### src/rtl/cap_pkg.sv
`default_nettype none

package cap_pkg;

  localparam int unsigned NUM_ENTRIES = 6;
  localparam int unsigned COLOR_W     = 24;
  localparam int unsigned CH_W        = 8;
  localparam int unsigned IDX_W       = 3;
  localparam int unsigned TALLY_W     = 16;
  localparam int unsigned COL_W       = 7;
  localparam int unsigned ROW_W       = 9;
  localparam int unsigned SQ_W        = 2 * CH_W;
  localparam int unsigned DIST_W      = SQ_W + 2;
  localparam int unsigned NUM_CH      = 3;
  localparam int unsigned DIV_STEP_W  = 3;

  // APB register map: palette entry i at byte address 4*i
  localparam int unsigned ADDR_W      = 5;
  localparam int unsigned DATA_W      = 32;
  localparam int unsigned REG_LSB     = 2;

  localparam logic [TALLY_W-1:0] TALLY_MAX = '1;

  typedef logic [NUM_ENTRIES-1:0][COLOR_W-1:0] palette_t;

  typedef enum logic [2:0] {
    BK_IDLE,
    BK_DIV,
    BK_SEARCH,
    BK_TALLY,
    BK_OUT
  } back_state_e;

  typedef struct packed {
    logic pop;
    logic div_step;
    logic search_step;
    logic tally_step;
    logic out_take;
  } back_ctrl_t;

  function automatic logic [SQ_W-1:0] sq_diff(input logic [CH_W-1:0] a,
                                              input logic [CH_W-1:0] b);
    logic [CH_W-1:0] d;
    d = (a > b) ? (a - b) : (b - a);
    return SQ_W'(d) * SQ_W'(d);
  endfunction

endpackage

`default_nettype wire

### src/rtl/cap_front.sv
`default_nettype none

module cap_front import cap_pkg::*; #(
  parameter int unsigned CNT_W = 13,
  parameter int unsigned SUM_W = 21,
  parameter int unsigned MAX_CELL_PIXELS = 4096
) (
  input  wire logic                clk_i,
  input  wire logic                rst_ni,
  input  wire logic                accept_i,
  input  wire logic [CH_W-1:0]     red_i,
  input  wire logic [CH_W-1:0]     green_i,
  input  wire logic [CH_W-1:0]     blue_i,
  input  wire logic                last_of_cell_i,
  input  wire logic                frame_start_i,
  output logic                     push_o,
  output logic                     job_clear_o,
  output logic [CNT_W-1:0]         job_count_o,
  output logic [SUM_W-1:0]         job_red_o,
  output logic [SUM_W-1:0]         job_green_o,
  output logic [SUM_W-1:0]         job_blue_o
);

  localparam logic [CNT_W-1:0] CntMax = CNT_W'(MAX_CELL_PIXELS);

  logic [SUM_W-1:0] red_sum_q, red_sum_d;
  logic [SUM_W-1:0] green_sum_q, green_sum_d;
  logic [SUM_W-1:0] blue_sum_q, blue_sum_d;
  logic [CNT_W-1:0] count_q, count_d;
  logic             clr_pend_q, clr_pend_d;
  logic             add;
  logic [SUM_W-1:0] red_nxt, green_nxt, blue_nxt;
  logic [CNT_W-1:0] count_nxt;

  // pixels past the count limit are dropped but may still end the cell
  assign add       = (count_q < CntMax);
  assign red_nxt   = add ? red_sum_q   + SUM_W'(red_i)   : red_sum_q;
  assign green_nxt = add ? green_sum_q + SUM_W'(green_i) : green_sum_q;
  assign blue_nxt  = add ? blue_sum_q  + SUM_W'(blue_i)  : blue_sum_q;
  assign count_nxt = add ? count_q + CNT_W'(1) : count_q;

  assign push_o      = accept_i && last_of_cell_i;
  assign job_clear_o = clr_pend_q || frame_start_i;
  assign job_count_o = count_nxt;
  assign job_red_o   = red_nxt;
  assign job_green_o = green_nxt;
  assign job_blue_o  = blue_nxt;

  always_comb begin
    red_sum_d   = red_sum_q;
    green_sum_d = green_sum_q;
    blue_sum_d  = blue_sum_q;
    count_d     = count_q;
    clr_pend_d  = clr_pend_q;
    if (accept_i) begin
      if (last_of_cell_i) begin
        red_sum_d   = '0;
        green_sum_d = '0;
        blue_sum_d  = '0;
        count_d     = '0;
        clr_pend_d  = 1'b0;
      end else begin
        red_sum_d   = red_nxt;
        green_sum_d = green_nxt;
        blue_sum_d  = blue_nxt;
        count_d     = count_nxt;
        clr_pend_d  = clr_pend_q || frame_start_i;
      end
    end
  end

  always_ff @(posedge clk_i or negedge rst_ni) begin
    if (!rst_ni) begin
      red_sum_q   <= '0;
      green_sum_q <= '0;
      blue_sum_q  <= '0;
      count_q     <= '0;
      clr_pend_q  <= 1'b0;
    end else begin
      red_sum_q   <= red_sum_d;
      green_sum_q <= green_sum_d;
      blue_sum_q  <= blue_sum_d;
      count_q     <= count_d;
      clr_pend_q  <= clr_pend_d;
    end
  end

endmodule

`default_nettype wire

### src/rtl/cap_queue.sv
`default_nettype none

module cap_queue #(
  parameter int unsigned WIDTH = 80
) (
  input  wire logic             clk_i,
  input  wire logic             rst_ni,
  input  wire logic             push_i,
  input  wire logic [WIDTH-1:0] push_data_i,
  output logic                  full_o,
  input  wire logic             pop_i,
  output logic                  valid_o,
  output logic [WIDTH-1:0]      pop_data_o
);

  // two-entry queue
  logic [1:0][WIDTH-1:0] mem_q;
  logic                  wr_ptr_q, rd_ptr_q;
  logic [1:0]            fill_q;
  logic                  do_push, do_pop;

  assign full_o     = fill_q[1];
  assign valid_o    = (fill_q != 2'd0);
  assign pop_data_o = mem_q[rd_ptr_q];
  assign do_push    = push_i && !full_o;
  assign do_pop     = pop_i && valid_o;

  always_ff @(posedge clk_i) begin
    if (do_push) begin
      mem_q[wr_ptr_q] <= push_data_i;
    end
  end

  always_ff @(posedge clk_i or negedge rst_ni) begin
    if (!rst_ni) begin
      wr_ptr_q <= 1'b0;
      rd_ptr_q <= 1'b0;
      fill_q   <= 2'd0;
    end else begin
      if (do_push) begin
        wr_ptr_q <= ~wr_ptr_q;
      end
      if (do_pop) begin
        rd_ptr_q <= ~rd_ptr_q;
      end
      if (do_push && !do_pop) begin
        fill_q <= fill_q + 2'd1;
      end else if (do_pop && !do_push) begin
        fill_q <= fill_q - 2'd1;
      end
    end
  end

endmodule

`default_nettype wire

### src/rtl/cap_back.sv
`default_nettype none

module cap_back import cap_pkg::*; #(
  parameter int unsigned CNT_W = 13,
  parameter int unsigned SUM_W = 21,
  parameter int unsigned PALETTE_SIZE = 6
) (
  input  wire logic                clk_i,
  input  wire logic                rst_ni,
  input  wire logic                job_valid_i,
  output logic                     job_pop_o,
  input  wire logic                job_clear_i,
  input  wire logic [CNT_W-1:0]    job_count_i,
  input  wire logic [SUM_W-1:0]    job_red_i,
  input  wire logic [SUM_W-1:0]    job_green_i,
  input  wire logic [SUM_W-1:0]    job_blue_i,
  input  wire logic [COL_W-1:0]    job_col_i,
  input  wire logic [ROW_W-1:0]    job_row_i,
  input  wire palette_t            palette_i,
  output logic                     out_valid_o,
  input  wire logic                out_ready_i,
  output logic [CH_W-1:0]          avg_red_o,
  output logic [CH_W-1:0]          avg_green_o,
  output logic [CH_W-1:0]          avg_blue_o,
  output logic [IDX_W-1:0]         nearest_index_o,
  output logic [TALLY_W-1:0]       tile_tally_o,
  output logic [COL_W-1:0]         out_cell_col_o,
  output logic [ROW_W-1:0]         out_cell_row_o
);

  localparam logic [IDX_W-1:0] LastEntry = IDX_W'(PALETTE_SIZE - 1);

  back_state_e state_q, state_d;
  back_ctrl_t  ctrl;

  logic [NUM_CH-1:0][SUM_W-1:0] rem_q;
  logic [NUM_CH-1:0][CH_W-1:0]  quo_q;
  logic [CNT_W-1:0]             count_q;
  logic [DIV_STEP_W-1:0]        step_q;
  logic [IDX_W-1:0]             ent_q;
  logic [IDX_W-1:0]             best_q;
  logic [DIST_W-1:0]            best_dist_q;
  logic [COL_W-1:0]             col_q;
  logic [ROW_W-1:0]             row_q;
  logic [NUM_ENTRIES-1:0][TALLY_W-1:0] tally_q;
  logic                         out_valid_q;
  logic [TALLY_W-1:0]           out_tally_q;

  logic [SUM_W-1:0]             shifted;
  logic [COLOR_W-1:0]           color;
  logic [DIST_W-1:0]            entry_dist;
  logic [TALLY_W-1:0]           tally_inc;

  // ---- next state
  always_comb begin
    state_d = state_q;
    case (state_q)
      BK_IDLE:   if (job_valid_i) state_d = BK_DIV;
      BK_DIV:    if (step_q == '0) state_d = BK_SEARCH;
      BK_SEARCH: if (ent_q == LastEntry) state_d = BK_TALLY;
      BK_TALLY:  state_d = BK_OUT;
      BK_OUT:    if (out_ready_i) state_d = BK_IDLE;
      default:   state_d = BK_IDLE;
    endcase
  end

  // ---- outputs of the sequencer
  always_comb begin
    ctrl = '0;
    case (state_q)
      BK_IDLE:   ctrl.pop = job_valid_i;
      BK_DIV:    ctrl.div_step = 1'b1;
      BK_SEARCH: ctrl.search_step = 1'b1;
      BK_TALLY:  ctrl.tally_step = 1'b1;
      BK_OUT:    ctrl.out_take = out_ready_i;
      default:   ctrl = '0;
    endcase
  end

  assign job_pop_o = ctrl.pop;

  // restoring division, one quotient bit per cycle for all three channels
  assign shifted = SUM_W'(count_q) << step_q;

  // squared distance of the averaged color to one palette entry
  assign color      = palette_i[ent_q];
  assign entry_dist = DIST_W'(sq_diff(color[23:16], quo_q[0]))
                    + DIST_W'(sq_diff(color[15:8],  quo_q[1]))
                    + DIST_W'(sq_diff(color[7:0],   quo_q[2]));

  assign tally_inc = (tally_q[best_q] == TALLY_MAX) ? TALLY_MAX
                                                    : tally_q[best_q] + TALLY_W'(1);

  always_ff @(posedge clk_i) begin
    if (ctrl.pop) begin
      rem_q[0] <= job_red_i;
      rem_q[1] <= job_green_i;
      rem_q[2] <= job_blue_i;
      quo_q    <= '0;
      count_q  <= job_count_i;
      step_q   <= DIV_STEP_W'(CH_W - 1);
      col_q    <= job_col_i;
      row_q    <= job_row_i;
      ent_q    <= '0;
    end
    if (ctrl.div_step) begin
      for (int c = 0; c < NUM_CH; c++) begin
        if (rem_q[c] >= shifted) begin
          rem_q[c]         <= rem_q[c] - shifted;
          quo_q[c][step_q] <= 1'b1;
        end
      end
      step_q <= step_q - DIV_STEP_W'(1);
    end
    if (ctrl.search_step) begin
      if (ent_q == '0 || entry_dist < best_dist_q) begin
        best_dist_q <= entry_dist;
        best_q      <= ent_q;
      end
      ent_q <= ent_q + IDX_W'(1);
    end
    if (ctrl.tally_step) begin
      out_tally_q <= tally_inc;
    end
  end

  always_ff @(posedge clk_i or negedge rst_ni) begin
    if (!rst_ni) begin
      state_q     <= BK_IDLE;
      tally_q     <= '0;
      out_valid_q <= 1'b0;
    end else begin
      state_q <= state_d;
      // frame start clears tallies ahead of this cell's count
      if (ctrl.pop && job_clear_i) begin
        tally_q <= '0;
      end
      if (ctrl.tally_step) begin
        tally_q[best_q] <= tally_inc;
        out_valid_q     <= 1'b1;
      end else if (ctrl.out_take) begin
        out_valid_q <= 1'b0;
      end
    end
  end

  assign out_valid_o     = out_valid_q;
  assign avg_red_o       = quo_q[0];
  assign avg_green_o     = quo_q[1];
  assign avg_blue_o      = quo_q[2];
  assign nearest_index_o = best_q;
  assign tile_tally_o    = out_tally_q;
  assign out_cell_col_o  = col_q;
  assign out_cell_row_o  = row_q;

endmodule

`default_nettype wire

### src/rtl/cell_average_palette_quantizer_top.sv
`default_nettype none

// Cell-average palette quantizer. Pixels come in one word per cycle while
// in_ready_o is high, grouped by mosaic cell, with last_of_cell_i on the
// final pixel. The front end sums red, green and blue and counts pixels at
// full rate (one pixel per cycle, no stall while queue space is free); a
// cell stops accumulating once its count reaches MAX_CELL_PIXELS. At the last
// pixel the cell's sums go into a two-entry queue. The back end takes one
// cell at a time: it loads the cell, runs restoring division (one mean bit
// per cycle, three channels in parallel), searches for the nearest color
// (one palette entry per cycle, one set of three 8x8 squarers), bumps the
// tally, and then holds the result word in its output register until taken.
// Pixel input stalls only when two finished cells are already waiting. Ties
// in distance go to the lowest palette index. Tallies are per frame: a word
// with frame_start_i set clears all of them before its own cell is counted;
// each saturates at 65535. Palette colors are APB registers at 0x00..0x14
// (red 23:16, green 15:8, blue 7:0); the user must write them only while
// idle, as the block does not enforce this.

module cell_average_palette_quantizer_top import cap_pkg::*; #(
  parameter int unsigned MAX_CELL_PIXELS = 4096,
  parameter int unsigned PALETTE_SIZE    = 6
) (
  input  wire logic               clk_i,
  input  wire logic               rst_ni,
  // APB configuration
  input  wire logic               psel,
  input  wire logic               penable,
  input  wire logic               pwrite,
  input  wire logic [ADDR_W-1:0]  paddr,
  input  wire logic [DATA_W-1:0]  pwdata,
  output logic [DATA_W-1:0]       prdata,
  output logic                    pready,
  // pixel input
  input  wire logic               in_valid_i,
  output logic                    in_ready_o,
  input  wire logic [CH_W-1:0]    red_i,
  input  wire logic [CH_W-1:0]    green_i,
  input  wire logic [CH_W-1:0]    blue_i,
  input  wire logic               last_of_cell_i,
  input  wire logic               frame_start_i,
  input  wire logic [COL_W-1:0]   cell_col_i,
  input  wire logic [ROW_W-1:0]   cell_row_i,
  // cell result
  output logic                    out_valid_o,
  input  wire logic               out_ready_i,
  output logic [CH_W-1:0]         avg_red_o,
  output logic [CH_W-1:0]         avg_green_o,
  output logic [CH_W-1:0]         avg_blue_o,
  output logic [IDX_W-1:0]        nearest_index_o,
  output logic [TALLY_W-1:0]      tile_tally_o,
  output logic [COL_W-1:0]        out_cell_col_o,
  output logic [ROW_W-1:0]        out_cell_row_o
);

  localparam int unsigned CNT_W = $clog2(MAX_CELL_PIXELS + 1);
  localparam int unsigned SUM_W = CNT_W + CH_W;
  localparam int unsigned JOB_W = 1 + COL_W + ROW_W + CNT_W + NUM_CH * SUM_W;

  // ---- configuration registers
  palette_t          palette_q;
  logic [IDX_W-1:0]  reg_idx;
  logic              cfg_wr;

  assign pready  = 1'b1;
  assign reg_idx = paddr[ADDR_W-1:REG_LSB];
  assign cfg_wr  = psel && penable && pwrite && pready;

  always_ff @(posedge clk_i or negedge rst_ni) begin
    if (!rst_ni) begin
      palette_q <= '0;
    end else if (cfg_wr && (reg_idx < IDX_W'(NUM_ENTRIES))) begin
      palette_q[reg_idx] <= pwdata[COLOR_W-1:0];
    end
  end

  always_comb begin
    prdata = '0;
    if (reg_idx < IDX_W'(NUM_ENTRIES)) begin
      prdata = DATA_W'(palette_q[reg_idx]);
    end
  end

  // ---- front end: accumulate pixels of the current cell
  logic             accept;
  logic             q_full;
  logic             push;
  logic             f_clear;
  logic [CNT_W-1:0] f_count;
  logic [SUM_W-1:0] f_red, f_green, f_blue;

  assign in_ready_o = !q_full;
  assign accept     = in_valid_i && in_ready_o;

  cap_front #(
    .CNT_W           (CNT_W),
    .SUM_W           (SUM_W),
    .MAX_CELL_PIXELS (MAX_CELL_PIXELS)
  ) u_front (
    .clk_i          (clk_i),
    .rst_ni         (rst_ni),
    .accept_i       (accept),
    .red_i          (red_i),
    .green_i        (green_i),
    .blue_i         (blue_i),
    .last_of_cell_i (last_of_cell_i),
    .frame_start_i  (frame_start_i),
    .push_o         (push),
    .job_clear_o    (f_clear),
    .job_count_o    (f_count),
    .job_red_o      (f_red),
    .job_green_o    (f_green),
    .job_blue_o     (f_blue)
  );

  // ---- finished-cell queue
  logic [JOB_W-1:0] push_job, pop_job;
  logic             q_valid;
  logic             q_pop;
  logic             b_clear;
  logic [COL_W-1:0] b_col;
  logic [ROW_W-1:0] b_row;
  logic [CNT_W-1:0] b_count;
  logic [SUM_W-1:0] b_red, b_green, b_blue;

  assign push_job = {f_clear, cell_col_i, cell_row_i, f_count, f_blue, f_green, f_red};
  assign {b_clear, b_col, b_row, b_count, b_blue, b_green, b_red} = pop_job;

  cap_queue #(
    .WIDTH (JOB_W)
  ) u_queue (
    .clk_i       (clk_i),
    .rst_ni      (rst_ni),
    .push_i      (push),
    .push_data_i (push_job),
    .full_o      (q_full),
    .pop_i       (q_pop),
    .valid_o     (q_valid),
    .pop_data_o  (pop_job)
  );

  // ---- back end: divide, search, tally
  cap_back #(
    .CNT_W        (CNT_W),
    .SUM_W        (SUM_W),
    .PALETTE_SIZE (PALETTE_SIZE)
  ) u_back (
    .clk_i           (clk_i),
    .rst_ni          (rst_ni),
    .job_valid_i     (q_valid),
    .job_pop_o       (q_pop),
    .job_clear_i     (b_clear),
    .job_count_i     (b_count),
    .job_red_i       (b_red),
    .job_green_i     (b_green),
    .job_blue_i      (b_blue),
    .job_col_i       (b_col),
    .job_row_i       (b_row),
    .palette_i       (palette_q),
    .out_valid_o     (out_valid_o),
    .out_ready_i     (out_ready_i),
    .avg_red_o       (avg_red_o),
    .avg_green_o     (avg_green_o),
    .avg_blue_o      (avg_blue_o),
    .nearest_index_o (nearest_index_o),
    .tile_tally_o    (tile_tally_o),
    .out_cell_col_o  (out_cell_col_o),
    .out_cell_row_o  (out_cell_row_o)
  );

`ifndef NO_ASSERTIONS
  // a finished cell must never be pushed into a full queue
  a_no_overflow: assert property (@(posedge clk_i) disable iff (!rst_ni)
    push |-> !q_full)
    else $error("cell queue overflow");

  // search never picks an entry beyond the configured palette
  a_index_range: assert property (@(posedge clk_i) disable iff (!rst_ni)
    out_valid_o |-> (nearest_index_o < IDX_W'(PALETTE_SIZE)))
    else $error("nearest index out of range");

  // the reported tally already counts this cell
  a_tally_nonzero: assert property (@(posedge clk_i) disable iff (!rst_ni)
    out_valid_o |-> (tile_tally_o != '0))
    else $error("zero tally on result");
`endif

endmodule

`default_nettype wire
### config.mk
export PLATFORM = sky130hd
export DESIGN_NAME = cell_average_palette_quantizer_top
export DESIGN_NICKNAME = d
export VERILOG_FILES = /design/src/rtl/cap_pkg.sv /design/src/rtl/cap_front.sv /design/src/rtl/cap_queue.sv /design/src/rtl/cap_back.sv /design/src/rtl/cell_average_palette_quantizer_top.sv
export SDC_FILE = /design/constraint.sdc
export NUM_CORES = 2
export LEC_CHECK = 0
export ABC_AREA = 1
export BUFFER_PORTS_ARGS = -buffer_cell sky130_fd_sc_hd__buf_2
export CORE_MARGIN = 1.5
export CORE_UTILIZATION = 36
export CTS_BUF_LIST = sky130_fd_sc_hd__clkbuf_16
export CTS_CLUSTER_DIAMETER = 50
export DETAILED_ROUTE_END_ITERATION = 10
export GPL_ROUTABILITY_DRIVEN = 0
export HOLD_SLACK_MARGIN = 0.12
export PLACE_DENSITY = 0.48
export RECOVER_POWER = 50
export REMOVE_ABC_BUFFERS = 1
export SETUP_SLACK_MARGIN = 0.15
export SLEW_MARGIN = 5
export SYNTH_ARGS = -nofsm -noshare
export SYNTH_HDL_FRONTEND = slang
export SYNTH_SLANG_ARGS = --single-unit
### constraint.sdc
create_clock -name clk_i -period 14.05 [get_ports clk_i]
set_clock_uncertainty 0.2 [all_clocks]
set_input_delay 2.1075 -clock clk_i [delete_from_list [all_inputs] [get_ports clk_i]]
set_output_delay 2.1075 -clock clk_i [all_outputs]
set_load 0.005 [all_outputs]
==> run metrics <==
I/O pins=180; Antenna Violating Nets Remaining=0; Max FO, Critical Path=36; Final period util=92.8%; sequential share of the synthesized area=between 40% and 50%; Worst-Margin Slew=6010 ps; Final min period=13040 ps; Post-Layout Inst Area=48800 sq um; CP peak stage delay=~550 ps; Pins Over Slew Limit=roughly 1100; unrepaired setup endpoints after global routing=false; routed vias/inst=around 5; Post-Syn Instances=5241; DRC Markers=0; CTS Buffer Depth=3; hold crit path type=flip-flop to flip-flop; Util after Layout=a little over two fifths; slowest stage cell on the critical path=fa_1; wire per inst=about 18 um; Clock Latency Late Sink=around 710 ps; synthesized area=42500 sq um; largest net degree at the start of global routing=110; unique cell type count in the Yosys netlist=62; vias in the first global route=roughly 34000; Area after DPL=45100 sq um; area of the die=approximately 120000 sq um; CTS Sinks=670; router iterations before antenna repair=6; clk root buf=clkbuf_16; status=finished with violations; final WL=around 120000 um; EDFF count, synth=around 260; syn_area_per_cell=8.12 sq um; CP most frequent cell=inv_1; top cell type's share of synthesized area=a little under a fifth; total vias in the final route=approximately 35000; Reg clk slew, reported paths=~50 ps; most frequent cells in the layout=nand2_1, inv_1, o21ai_0; fin nets=5851; Die X=347 um; CTS tree=built; Synthesis Warnings=0; Core Area=approximately 120000 sq um; first-pass GRT wire length=between 150000 and 200000 um; input/output buffers=between 150 and 200; Seq cells post-synth=between 600 and 700; most common cell after layout, fill and taps aside=nand2_1; worst setup path category=flip-flop to flip-flop; Worst setup EP type=flip-flop; # hold bufs at CTS=0; Max-Cap Viols=24; CTS H-tree lvls=3; Final setup viols=0; antenna violations before repair=8; crit path launch type=flip-flop; DR iter-0 viols=2021; DP HPWL=85300 um; Initial Util=~36%; failing checks=capacitance limit, slew limit; grt ovf=0; asr flop ratio synth=about half; Slew headroom=-301%; setup TNS=0 ps; CP Data Required Time=14250 ps; ys flop type=dfrtp_1; CTS Buf Count=105; largest area contributor in the netlist=dfrtp_1; Total GRT Usage=around 21%; layout cells sized above 1=under 10%; Critical Path AT=roughly 13000 ps; top cells by area, synth=dfrtp_1, edfxtp_1, nand2_1, ha_1, fa_1; die height=347 um; Hold Fails Final Rpt=0; FP Rows=approximately 130; Area growth syn-to-layout=14.7%; max frequency=about 77 MHz
## registers in the layout, summed over array words and instances, names as in the netlist, 9 cells and up
| name | count |
|---|---|
| palette_q | 144 |
| u_back.best_dist_q | 18 |
| u_back.count_q | 13 |
| u_back.out_cell_row_o | 9 |
| u_back.rem_q | 63 |
| u_back.tally_q | 96 |
| u_back.tile_tally_o | 16 |
| u_front.blue_sum_q | 21 |
| u_front.count_q | 13 |
| u_front.green_sum_q | 21 |
| u_front.red_sum_q | 21 |
| u_queue.mem_q | 186 |
## logic make-up after synthesis
logic type | count (synthesis) | share of synthesized area, %
xor gates and xnor gates | 161 | 3.32
DFF | 670 | 41.4
buffers and inverters | 882 | 7.96
other | 2 | 0.0177
and+or+nand+nor | 2199 | 21.2
muxes | 2 | 0.0471
adders and majority gates | 376 | 13.3
AOI/OAI and AO/OA | 949 | 12.7
## metal layers
metal	vias to the layer above	wire length (um)	GRT usage (%)
met5	-	39	0
met4	6	3090	5.95
met3	169	6160	3.54
met2	723	56200	33.0
met1	16800	59100	28.6
li1	17500	-	-
## critical path, delay by kind of cell, from the launching register on
kind / cells / cell delay, ps
buffers and inverters: 13 / 1290
XOR/XNOR: 2 / 410
AND/OR/NAND/NOR: 11 / 1600
adder cells (fa/ha/maj): 14 / 6270
flip-flops: 1 / 470
AO/OA/AOI/OAI: 13 / 2450
## synth_stat cells, drive strengths merged, types with 87 or more instances
library cell     n
nand2         1400
inv            675
o21ai          511
nor2           358
dfrtp          325
nand3          304
edfxtp         258
ha             248
a21oi          209
clkbuf         162
fa             128
xor2           123
dfxtp           87
## cell type report
| cell class | count | area (sq um) |
|---|---|---|
| Antenna cell | 1 | 2.50 |
| Clock buffer | 106 | 2650 |
| Clock inverter | 91 | 1120 |
| Fill cell | 11900 | 67900 |
| Inverter | 682 | 2570 |
| Multi-Input combinational cell | 3696 | 21600 |
| Sequential cell | 670 | 17600 |
| Tap cell | 1524 | 1910 |
| Timing Repair Buffer | 234 | 1260 |
## final timing paths
kind | startpoint | to | slack [ps] | depth (start not counted)
min reg2reg | u_queue.fill_q[0] | u_queue.fill_q[0] | 300 | 1
max in group asynchronous | rst_ni | u_queue.rd_ptr_q | 4360 | 2
max | u_back.ent_q[0] | u_back.best_dist_q[2] | 1010 | 53
min | u_queue.fill_q[0] | u_queue.fill_q[0] | 300 | 1
max reg2reg | u_back.ent_q[0] | u_back.best_dist_q[2] | 1010 | 53
min in group asynchronous | rst_ni | palette_q[37] | 3440 | 1
## per-stage QoR
step	cells	setup slack, ps	hold slack (ps)
6_report	7004	1010	297
5_1_grt	7003	173	320
4_1_cts	6999	473	281
3_5_place_dp	6802	482	291
3_3_place_gp	6802	482	275
2_1_floorplan	5048	-1130	262
## repair_timing
action / CTS / global route
endpoints found under the setup margin: 0 / 21
hold endpoints to repair: 0 / 0
buffers inserted: 0 / 3
gates resized for setup: 0 / 14
Power is left out: the tool's default activity adds up to more than one toggle a clock period on the data nets, which glitch-free logic cannot reach.
